[config.mk]
export PLATFORM = sky130hd
export DESIGN_NAME = first_fit_extent_allocator
export DESIGN_NICKNAME = d
export VERILOG_FILES = /design/src/hdl/ffea_pkg.sv /design/src/hdl/ffea_ctrl.sv /design/src/hdl/ffea_dpath.sv /design/src/hdl/first_fit_extent_allocator.sv
export SDC_FILE = /design/constraint.sdc
export NUM_CORES = 2
export LEC_CHECK = 0
export BUFFER_PORTS_ARGS = -buffer_cell sky130_fd_sc_hd__buf_2
export CAP_MARGIN = 20
export CORE_ASPECT_RATIO = 1.2
export CORE_MARGIN = 2
export CORE_UTILIZATION = 53
export CTS_CLUSTER_SIZE = 40
export DETAILED_ROUTE_END_ITERATION = 8
export PLACE_DENSITY = 0.69
export RECOVER_POWER = 50
export SETUP_SLACK_MARGIN = 0.05
export SYNTH_ARGS = -nofsm -noshare
export SYNTH_HDL_FRONTEND = slang
export SYNTH_SLANG_ARGS = --single-unit
[constraint.sdc]
create_clock -name i_clk -period 4.95 [get_ports i_clk]
set_input_delay 0.495 -clock i_clk [delete_from_list [all_inputs] [get_ports i_clk]]
set_output_delay 0.495 -clock i_clk [all_outputs]
set_load 0.01 [all_outputs]
[src/hdl/ffea_pkg.sv]
// Shared types and codes of the first-fit extent allocator.
package ffea_pkg;

    localparam int REQ_SIZE_W  = 16;
    localparam int SLOT_W      = 5;
    localparam int STATUS_W    = 2;
    localparam int SLOT_FIELD_LIMIT = 32;
    localparam int IN_TDATA_W  = 24;
    localparam int OUT_TDATA_W = 24;

    localparam logic CMD_ALLOC = 1'b0;
    localparam logic CMD_FREE  = 1'b1;

    localparam logic [STATUS_W-1:0] ST_OK       = 2'd0;
    localparam logic [STATUS_W-1:0] ST_NO_SPACE = 2'd1;
    localparam logic [STATUS_W-1:0] ST_NO_SLOT  = 2'd2;
    localparam logic [STATUS_W-1:0] ST_NOT_USED = 2'd3;

    typedef enum logic [3:0] {
        S_IDLE,
        S_DECODE,
        S_CAND_SEL,
        S_CAND_LD,
        S_CAND_CHK,
        S_SCAN,
        S_DRAIN,
        S_CAND_END,
        S_SLOT,
        S_DONE
    } t_state;

    // Commands from the controller to the datapath.
    typedef struct packed {
        logic load;
        logic outer_inc;
        logic cand_zero;
        logic cand_rd;
        logic cand_ld;
        logic scan_clr;
        logic scan_step;
        logic cand_commit;
        logic slot_step;
        logic finish_free;
        logic finish_nospace;
        logic finish_alloc;
        logic finish_noslot;
        logic out_load;
    } t_dp_cmd;

    // Status from the datapath to the controller.
    typedef struct packed {
        logic is_free;
        logic outer_done;
        logic outer_zero;
        logic outer_used;
        logic cand_ok;
        logic scan_last;
        logic found;
        logic slot_free;
        logic out_busy;
    } t_dp_stat;

endpackage

[src/hdl/ffea_ctrl.sv]
// Sequencing state machine of the first-fit extent allocator.
module ffea_ctrl (
    input  logic              i_clk,
    input  logic              i_rst_n,
    input  logic              i_in_valid,
    output logic              o_in_ready,
    input  ffea_pkg::t_dp_stat i_stat,
    output ffea_pkg::t_dp_cmd  o_cmd
);
    import ffea_pkg::*;

    t_state r_state;
    t_state n_state;

    always_ff @(posedge i_clk) begin
        if (!i_rst_n) begin
            r_state <= S_IDLE;
        end else begin
            r_state <= n_state;
        end
    end

    always_comb begin
        n_state = r_state;
        unique case (r_state)
            S_IDLE: begin
                if (i_in_valid) begin
                    n_state = S_DECODE;
                end
            end
            S_DECODE: begin
                n_state = i_stat.is_free ? S_DONE : S_CAND_SEL;
            end
            S_CAND_SEL: begin
                if (i_stat.outer_done) begin
                    n_state = i_stat.found ? S_SLOT : S_DONE;
                end else if (i_stat.outer_zero) begin
                    n_state = S_CAND_CHK;
                end else if (i_stat.outer_used) begin
                    n_state = S_CAND_LD;
                end
            end
            S_CAND_LD: begin
                n_state = S_CAND_CHK;
            end
            S_CAND_CHK: begin
                n_state = i_stat.cand_ok ? S_SCAN : S_CAND_SEL;
            end
            S_SCAN: begin
                if (i_stat.scan_last) begin
                    n_state = S_DRAIN;
                end
            end
            S_DRAIN: begin
                n_state = S_CAND_END;
            end
            S_CAND_END: begin
                n_state = S_CAND_SEL;
            end
            S_SLOT: begin
                if (i_stat.slot_free || i_stat.scan_last) begin
                    n_state = S_DONE;
                end
            end
            S_DONE: begin
                if (!i_stat.out_busy) begin
                    n_state = S_IDLE;
                end
            end
            default: begin
                n_state = S_IDLE;
            end
        endcase
    end

    always_comb begin
        o_cmd = '0;
        o_in_ready = 1'b0;
        unique case (r_state)
            S_IDLE: begin
                o_in_ready = 1'b1;
                o_cmd.load = i_in_valid;
            end
            S_DECODE: begin
                o_cmd.finish_free = i_stat.is_free;
            end
            S_CAND_SEL: begin
                if (i_stat.outer_done) begin
                    // The slot search reuses the scan counter.
                    o_cmd.scan_clr       = i_stat.found;
                    o_cmd.finish_nospace = !i_stat.found;
                end else if (i_stat.outer_zero) begin
                    o_cmd.cand_zero = 1'b1;
                end else if (i_stat.outer_used) begin
                    o_cmd.cand_rd = 1'b1;
                end else begin
                    o_cmd.outer_inc = 1'b1;
                end
            end
            S_CAND_LD: begin
                o_cmd.cand_ld = 1'b1;
            end
            S_CAND_CHK: begin
                o_cmd.scan_clr  = i_stat.cand_ok;
                o_cmd.outer_inc = !i_stat.cand_ok;
            end
            S_SCAN: begin
                o_cmd.scan_step = 1'b1;
            end
            S_DRAIN: begin
            end
            S_CAND_END: begin
                o_cmd.cand_commit = 1'b1;
                o_cmd.outer_inc   = 1'b1;
            end
            S_SLOT: begin
                if (i_stat.slot_free) begin
                    o_cmd.finish_alloc = 1'b1;
                end else if (i_stat.scan_last) begin
                    o_cmd.finish_noslot = 1'b1;
                end else begin
                    o_cmd.slot_step = 1'b1;
                end
            end
            S_DONE: begin
                o_cmd.out_load = !i_stat.out_busy;
            end
            default: begin
            end
        endcase
    end

endmodule

[src/hdl/ffea_dpath.sv]
// Datapath of the first-fit extent allocator: slot table, candidate test and result register.
module ffea_dpath #(
    parameter int USABLE         = 32,
    parameter int CAPACITY_BYTES = 65536
) (
    input  logic                                 i_clk,
    input  logic                                 i_rst_n,
    input  ffea_pkg::t_dp_cmd                    i_cmd,
    output ffea_pkg::t_dp_stat                   o_stat,
    input  logic                                 i_command,
    input  logic [ffea_pkg::REQ_SIZE_W-1:0]      i_request_size,
    input  logic [ffea_pkg::SLOT_W-1:0]          i_slot_index,
    output logic                                 o_out_valid,
    input  logic                                 i_out_ready,
    output logic [ffea_pkg::STATUS_W-1:0]        o_status,
    output logic [ffea_pkg::REQ_SIZE_W-1:0]      o_granted_base,
    output logic [ffea_pkg::SLOT_W-1:0]          o_granted_slot
);
    import ffea_pkg::*;

    localparam int IDX_W = (USABLE > 1) ? $clog2(USABLE) : 1;
    localparam int CNT_W = $clog2(USABLE + 2);
    localparam logic [17:0] CAP = 18'(CAPACITY_BYTES);

    // Each table entry holds the length in the upper half and the base in the lower half.
    logic [31:0] mem [USABLE];

    logic                    r_command;
    logic [REQ_SIZE_W-1:0]   r_size;
    logic [SLOT_W-1:0]       r_slot_in;
    logic [USABLE-1:0]       r_used;
    logic [31:0]             r_rd_a;
    logic [31:0]             r_rd_b;
    logic [CNT_W-1:0]        r_outer;
    logic [CNT_W-1:0]        r_k;
    logic                    r_ev_vld;
    logic [IDX_W-1:0]        r_ev_k;
    logic [16:0]             r_cand;
    logic [17:0]             r_lim;
    logic                    r_blocked;
    logic                    r_found;
    logic [16:0]             r_best;
    logic [STATUS_W-1:0]     r_res_status;
    logic [REQ_SIZE_W-1:0]   r_res_base;
    logic [SLOT_W-1:0]       r_res_slot;
    logic                    r_out_vld;
    logic [STATUS_W-1:0]     r_out_status;
    logic [REQ_SIZE_W-1:0]   r_out_base;
    logic [SLOT_W-1:0]       r_out_slot;

    logic [CNT_W-1:0] outer_m1;
    logic [IDX_W-1:0] outer_idx;
    logic [IDX_W-1:0] k_idx;
    logic [IDX_W-1:0] free_idx;
    logic [17:0]      cand18;
    logic [16:0]      ev_end;
    logic             ev_block;
    logic             free_ok;

    assign outer_m1  = r_outer - CNT_W'(1);
    assign outer_idx = outer_m1[IDX_W-1:0];
    assign k_idx     = r_k[IDX_W-1:0];
    assign free_idx  = r_slot_in[IDX_W-1:0];
    assign cand18    = {1'b0, r_cand};

    // An extent blocks the candidate when it starts before the candidate's end and ends after
    // its start; zero-length extents inside the window block as well.
    assign ev_end   = {1'b0, r_rd_b[15:0]} + {1'b0, r_rd_b[31:16]};
    assign ev_block = ({2'b0, r_rd_b[15:0]} < r_lim) && (ev_end > r_cand);

    assign free_ok = ({1'b0, r_slot_in} < 6'(USABLE)) && r_used[free_idx];

    always_comb begin
        o_stat.is_free    = (r_command == CMD_FREE);
        o_stat.outer_done = (r_outer == CNT_W'(USABLE + 1));
        o_stat.outer_zero = (r_outer == '0);
        o_stat.outer_used = r_used[outer_idx];
        o_stat.cand_ok    = (cand18 < CAP) && ({2'b0, r_size} <= (CAP - cand18))
                            && (!r_found || (r_cand < r_best));
        o_stat.scan_last  = (r_k == CNT_W'(USABLE - 1));
        o_stat.found      = r_found;
        o_stat.slot_free  = !r_used[k_idx];
        o_stat.out_busy   = r_out_vld && !i_out_ready;
    end

    always_ff @(posedge i_clk) begin
        if (i_cmd.finish_alloc) begin
            mem[k_idx] <= {r_size, r_best[15:0]};
        end
        if (i_cmd.cand_rd) begin
            r_rd_a <= mem[outer_idx];
        end
        if (i_cmd.scan_step) begin
            r_rd_b <= mem[k_idx];
        end
    end

    always_ff @(posedge i_clk) begin
        if (!i_rst_n) begin
            r_used    <= '0;
            r_ev_vld  <= 1'b0;
            r_out_vld <= 1'b0;
        end else begin
            r_ev_vld <= i_cmd.scan_step;
            if (i_cmd.finish_alloc) begin
                r_used[k_idx] <= 1'b1;
            end
            if (i_cmd.finish_free && free_ok) begin
                r_used[free_idx] <= 1'b0;
            end
            if (i_cmd.out_load) begin
                r_out_vld <= 1'b1;
            end else if (i_out_ready) begin
                r_out_vld <= 1'b0;
            end
        end
    end

    always_ff @(posedge i_clk) begin
        if (i_cmd.load) begin
            r_command <= i_command;
            r_size    <= i_request_size;
            r_slot_in <= i_slot_index;
            r_outer   <= '0;
            r_found   <= 1'b0;
        end
        if (i_cmd.outer_inc) begin
            r_outer <= r_outer + CNT_W'(1);
        end
        if (i_cmd.cand_zero) begin
            r_cand <= '0;
        end
        if (i_cmd.cand_ld) begin
            r_cand <= {1'b0, r_rd_a[15:0]} + {1'b0, r_rd_a[31:16]};
        end
        if (i_cmd.scan_clr) begin
            r_k       <= '0;
            r_blocked <= 1'b0;
            r_lim     <= cand18 + {2'b0, r_size};
        end
        if (i_cmd.scan_step || i_cmd.slot_step) begin
            r_k <= r_k + CNT_W'(1);
        end
        if (i_cmd.scan_step) begin
            r_ev_k <= k_idx;
        end
        if (r_ev_vld && r_used[r_ev_k] && ev_block) begin
            r_blocked <= 1'b1;
        end
        if (i_cmd.cand_commit && !r_blocked) begin
            r_found <= 1'b1;
            r_best  <= r_cand;
        end
        if (i_cmd.finish_free) begin
            r_res_status <= free_ok ? ST_OK : ST_NOT_USED;
            r_res_base   <= '0;
            r_res_slot   <= r_slot_in;
        end
        if (i_cmd.finish_nospace) begin
            r_res_status <= ST_NO_SPACE;
            r_res_base   <= '0;
            r_res_slot   <= '0;
        end
        if (i_cmd.finish_noslot) begin
            r_res_status <= ST_NO_SLOT;
            r_res_base   <= '0;
            r_res_slot   <= '0;
        end
        if (i_cmd.finish_alloc) begin
            r_res_status <= ST_OK;
            r_res_base   <= r_best[15:0];
            r_res_slot   <= SLOT_W'(k_idx);
        end
        if (i_cmd.out_load) begin
            r_out_status <= r_res_status;
            r_out_base   <= r_res_base;
            r_out_slot   <= r_res_slot;
        end
    end

    assign o_out_valid    = r_out_vld;
    assign o_status       = r_out_status;
    assign o_granted_base = r_out_base;
    assign o_granted_slot = r_out_slot;

endmodule

[src/hdl/first_fit_extent_allocator.sv]
// Top level of the first-fit extent allocator.
//
// One command item is worked on at a time. A free's result passes through the result register
// and then the output register. An allocate tests the start of memory and the end of every
// extent in use as a candidate base, and each candidate that fits below the capacity and lies
// below the best base found so far is checked against all table slots, one slot per cycle
// through the table's scan read port. The table has the smaller of SLOT_COUNT and 32 usable
// slots. The lowest free slot is then found by a walk over the used marks. The result waits
// in an output register, and the next command is accepted while it waits. The used marks
// clear at reset; the base and length table needs no clearing.
module first_fit_extent_allocator #(
    parameter int SLOT_COUNT     = 32,
    parameter int CAPACITY_BYTES = 65536
) (
    input  logic        i_clk,
    input  logic        i_rst_n,
    input  logic        s_axis_tvalid,
    output logic        s_axis_tready,
    input  logic [23:0] s_axis_tdata,   // request_size[15:0], slot_index[20:16], zero fill
    input  logic        s_axis_tuser,   // command
    output logic        m_axis_tvalid,
    input  logic        m_axis_tready,
    output logic [23:0] m_axis_tdata,   // granted_base[15:0], granted_slot[20:16], zero fill
    output logic [1:0]  m_axis_tuser    // status
);
    import ffea_pkg::*;

    localparam int USABLE = (SLOT_COUNT < SLOT_FIELD_LIMIT) ? SLOT_COUNT : SLOT_FIELD_LIMIT;

    t_dp_cmd  dp_cmd;
    t_dp_stat dp_stat;

    logic [REQ_SIZE_W-1:0] granted_base;
    logic [SLOT_W-1:0]     granted_slot;

    ffea_ctrl u_ctrl (
        .i_clk      (i_clk),
        .i_rst_n    (i_rst_n),
        .i_in_valid (s_axis_tvalid),
        .o_in_ready (s_axis_tready),
        .i_stat     (dp_stat),
        .o_cmd      (dp_cmd)
    );

    ffea_dpath #(
        .USABLE         (USABLE),
        .CAPACITY_BYTES (CAPACITY_BYTES)
    ) u_dpath (
        .i_clk          (i_clk),
        .i_rst_n        (i_rst_n),
        .i_cmd          (dp_cmd),
        .o_stat         (dp_stat),
        .i_command      (s_axis_tuser),
        .i_request_size (s_axis_tdata[15:0]),
        .i_slot_index   (s_axis_tdata[20:16]),
        .o_out_valid    (m_axis_tvalid),
        .i_out_ready    (m_axis_tready),
        .o_status       (m_axis_tuser),
        .o_granted_base (granted_base),
        .o_granted_slot (granted_slot)
    );

    assign m_axis_tdata = {3'b000, granted_slot, granted_base};

endmodule

==> out/qor.txt <==
Clock tree skew after final layout: 0.0328 ns
Clock Root Buffer: clkbuf_16
Routed vias: 34416
Hpwl dp: 102000 um
Highest-count cells in the layout ignoring fill and taps: edfxtp_1, mux4_2, clkbuf_16
First-pass GRT wire length: 249000 um
Final-layout worst hold slack: 0.0932 ns
Distinct cell type count of the synthesized netlist: 84
Width of the chip: 310 um
Data arrival, critical path: 5.16 ns
Flop and latch count out of synthesis: 1265
Mean instance size in the synthesized netlist: 19.2 um^2
DRT antenna net count: 0
Crit. Startpoint: u_dpath.r_rd_b[0]$_DFFE_PP_
Number of cells on the critical path: 21
TritonCTS clock tree: yes
Setup repair after global routing missed its margin: no
Transition time at the pin with the least slew margin: 2.54 ns
Summed negative setup slack over all endpoints: 0 ns
Result of the run: finished with violations
Total DRC errors in the routed layout: 0
Maximum number of pins on one net before global-route repair: 137
Port bufs: 50
Count of H-tree levels built during CTS: 4
Final nets: 3389
Final Cycle Share: 91.6%
DRT iter0 DRCs: 4938
Top achievable clock speed: 221 MHz
Number of setup violations in the final report: 0
Type of the setup path with the least slack: reg2reg
Sequential cell area fraction in the yosys report: 63.0%
Post-route insts no fill: 4834
Worst Reg2Reg Path Length in Cells: 21
WL/cell: 35.9 um
Post-synthesis cell area: 0.0597 mm^2
Die Span Y: 372 um
Count of TritonRoute iterations in the first routing pass: 8
Time the worst path needs with I/O delays and setup: 4.53 ns
Residual overflow from global routing: 0
Classification of the worst-slack hold path: in2reg
Total buffers and inverters traversed by the critical path: 2
Count of synthesis-stage warnings from yosys: 0
Count of standard-cell rows: 134
Net Sw Frac: 29.8%
Slew margin rel.: -69.4%
Launch instance of the worst min-delay path: m_axis_tready
Reg-to-Reg Start: u_dpath.r_rd_b[0]$_DFFE_PP_
Maxcap violations: 27
Largest stage delay on the critical path: 0.47 ns
Fraction of the core area covered by cells at the end of the flow: 60.1%
Clock insertion delay at the later pin of the skew report: 0.77 ns
Dominant register cell in the synthesized netlist: edfxtp_1
Peak fanout along the critical path: 3
Die area: 0.115 mm^2
Fraction of power consumed by combinational cells: 29.3%
End point of the critical path: u_dpath.r_blocked$_SDFFE_PP1P_
Initial antenna violation count: 6
Sequential power share: 39.9%
Pwr Density: 472 mW/mm^2
CP Cell Sequence: ha_1, inv_1, fa_1, nor2b_1, o21ai_0, a21boi_0, o41ai_1, o21ai_0, buf_4, nor4_1, o41a_1, xnor2_1, ha_1, nand4_1, nor2_1, and3_1, nand4_1, o311ai_0, nor3_1, o311ai_0, o21ai_1
Global-route usage over all layers: 30.7%
Via count of the first global-routing pass: 34652
Violated checks: capacitance limit, slew limit
Area of the core: 0.111 mm^2
Starting density of the core: 53.5%
Startpoint kind of the worst setup timing path: register
Kind of end point of the critical path: register
EDFF count, synth: 1223
CTS Buf Count: 131
Endpoint of the worst-slack reg-to-reg timing path: u_dpath.r_blocked$_SDFFE_PP1P_
Reg2Reg Setup Slack: 0.42 ns
Area delta synth->final: 12.3%
Cell Int Power: 0.0222 W
Num ports: 57
Total detailed-routing wirelength: 174000 um
Post-CTS resize count: 0
Clk sinks: 1265
Worst IR drop on VDD: 0.000365 V
Switch Pwr: 0.00940 W
Routability cong.: 0.893
Clock transition at path regs: 0.07 ns
Final hold vios: 0
Fraction of power consumed by the clock network: 30.8%
Fraction of layout cells with a size suffix above 1: 30.5%
Family with the most delay on the worst path: compound AO/OA/AOI/OAI gates
Total design power: 0.0316 W
Fraction of registers with async set or reset after synthesis: 0%
Slowest stage cell, crit path: o41a_1
Number of instances in the placed design: 4574
Most frequent standard cell in the layout excluding fill and tap cells: edfxtp_1
Worst path required time: 5.58 ns
Pleak: 21.3 nW
Via density per instance: 7.12
Max-slew violation count: 901
Number of instances in the synthesized netlist: 3104
Maximum clock insertion buffer count: 3
## cells in the mapped netlist (18+ instances only)
cell type,count,share of area [%]
edfxtp_1,1223,62
mux4_2,605,23
a22oi_1,123,1.5
ha_1,121,2.5
clkbuf_1,108,0.68
nor2_1,99,0.62
inv_1,91,0.57
buf_2,54,0.45
a21oi_1,42,0.35
dfxtp_1,42,1.4
nand2_1,41,0.26
nor3_1,40,0.34
nand4_1,37,0.39
xnor2_1,37,0.54
mux2_2,35,0.66
o21ai_0,35,0.29
nand3_1,31,0.26
buf_1,25,0.16
a21o_1,21,0.26
nor2_2,20,0.21
xor2_1,19,0.28
o221a_2,18,0.34
## power groups by stage
stage	combinational [W]	sequential, W	clock (W)
global placement	0.00910	0.0128	0
detailed placement	0.00918	0.0128	0
global route	0.00967	0.0126	0.0102
floorplan	0.00625	0.0128	0
finish	0.00925	0.0126	0.00974
CTS	0.00925	0.0126	0.00985
## final cells by class
cell class / count / area, um^2
repair buffers: 192 / 1870
clock inverters: 78 / 722
clock buffers: 156 / 3470
multi-input cells: 1555 / 21200
inverters: 91 / 342
well taps: 1496 / 1870
diodes: 1 / 2.50
flip-flops and latches: 1265 / 37600
fillers: 7879 / 44500
## how the worst min path moves through the flow
stage | to | slack, ns | cells after the start
6_report | u_dpath.o_out_valid$_SDFFE_PN0P_ | 0.09 | 3
5_1_grt | u_dpath.o_out_valid$_SDFFE_PN0P_ | 0.11 | 3
4_1_cts | u_dpath.o_out_valid$_SDFFE_PN0P_ | 0.06 | 3
3_5_place_dp | u_dpath.o_granted_slot[4]$_DFFE_PP_ | 0.41 | 0
3_3_place_gp | u_dpath.o_granted_slot[0]$_DFFE_PP_ | 0.40 | 0
2_1_floorplan | u_dpath.o_granted_base[0]$_DFFE_PP_ | 0.40 | 0
## stage by stage
step           area (um^2)  setup slack, ns
6_report             67000            0.417
5_1_grt              67000            0.133
4_1_cts              67100            0.396
3_5_place_dp         62700            0.456
3_3_place_gp         62700            0.355
2_1_floorplan        59700            0.790
## registers in the layout, summed over array words and instances, names as in the netlist, 2 cells and up
signal	flops
u_dpath.r_res_status	2
u_dpath.r_outer	6
u_dpath.o_granted_base	16
u_dpath.o_granted_slot	5
u_dpath.o_status	2
u_dpath.r_ev_k	5
u_dpath.r_rd_b	32
u_dpath.r_used	32
u_dpath.r_size	16
u_dpath.free_idx	5
u_dpath.mem	1024
u_dpath.r_k	6
u_dpath.r_cand	17
u_dpath.r_res_base	16
u_dpath.r_res_slot	5
u_dpath.r_lim	18
u_dpath.r_rd_a	32
u_ctrl.r_state	4
u_dpath.r_best	17
## cells by family (layout without fill, tap and decap cells)
group	Yosys count	after routing	share of synthesized area [%]
DFF	1265	1265	63.0
muxes	656	656	23.8
and+or+nand+nor	360	360	3.23
AOI/OAI and AO/OA	356	356	4.50
buffers and inverters	286	517	2.00
adders and majority gates	124	124	2.64
xor gates and xnor gates	56	56	0.822
other	1	4	0.00629
## what timing repair did
item	CTS	global route
setup buffers	0	0
hold buffers	22	0
hold endpoints to repair	22	0
## worst reg2reg max path, delay by kind of cell, from the launching register on
kind / cells / cell delay [ns]
fa+ha+maj: 3 / 0.95
xor+xnor: 1 / 0.15
flops: 1 / 0.36
simple gates: 7 / 1.02
buf+inv: 2 / 0.22
compound gates: 8 / 1.69
## metal layers
layer  share of wire [%]  global-route usage, %  vias to the layer above  routed length (um)
met5               0.031                      0                        -                  54
met4                 3.6                   10.9                        8                6180
met3                  11                   7.49                      381               18500
met2                  49                   49.4                     2318               84800
met1                  37                   41.3                    18126               64100
li1                    -                      -                    13583                   -
(Power assumes the default switching activity.)
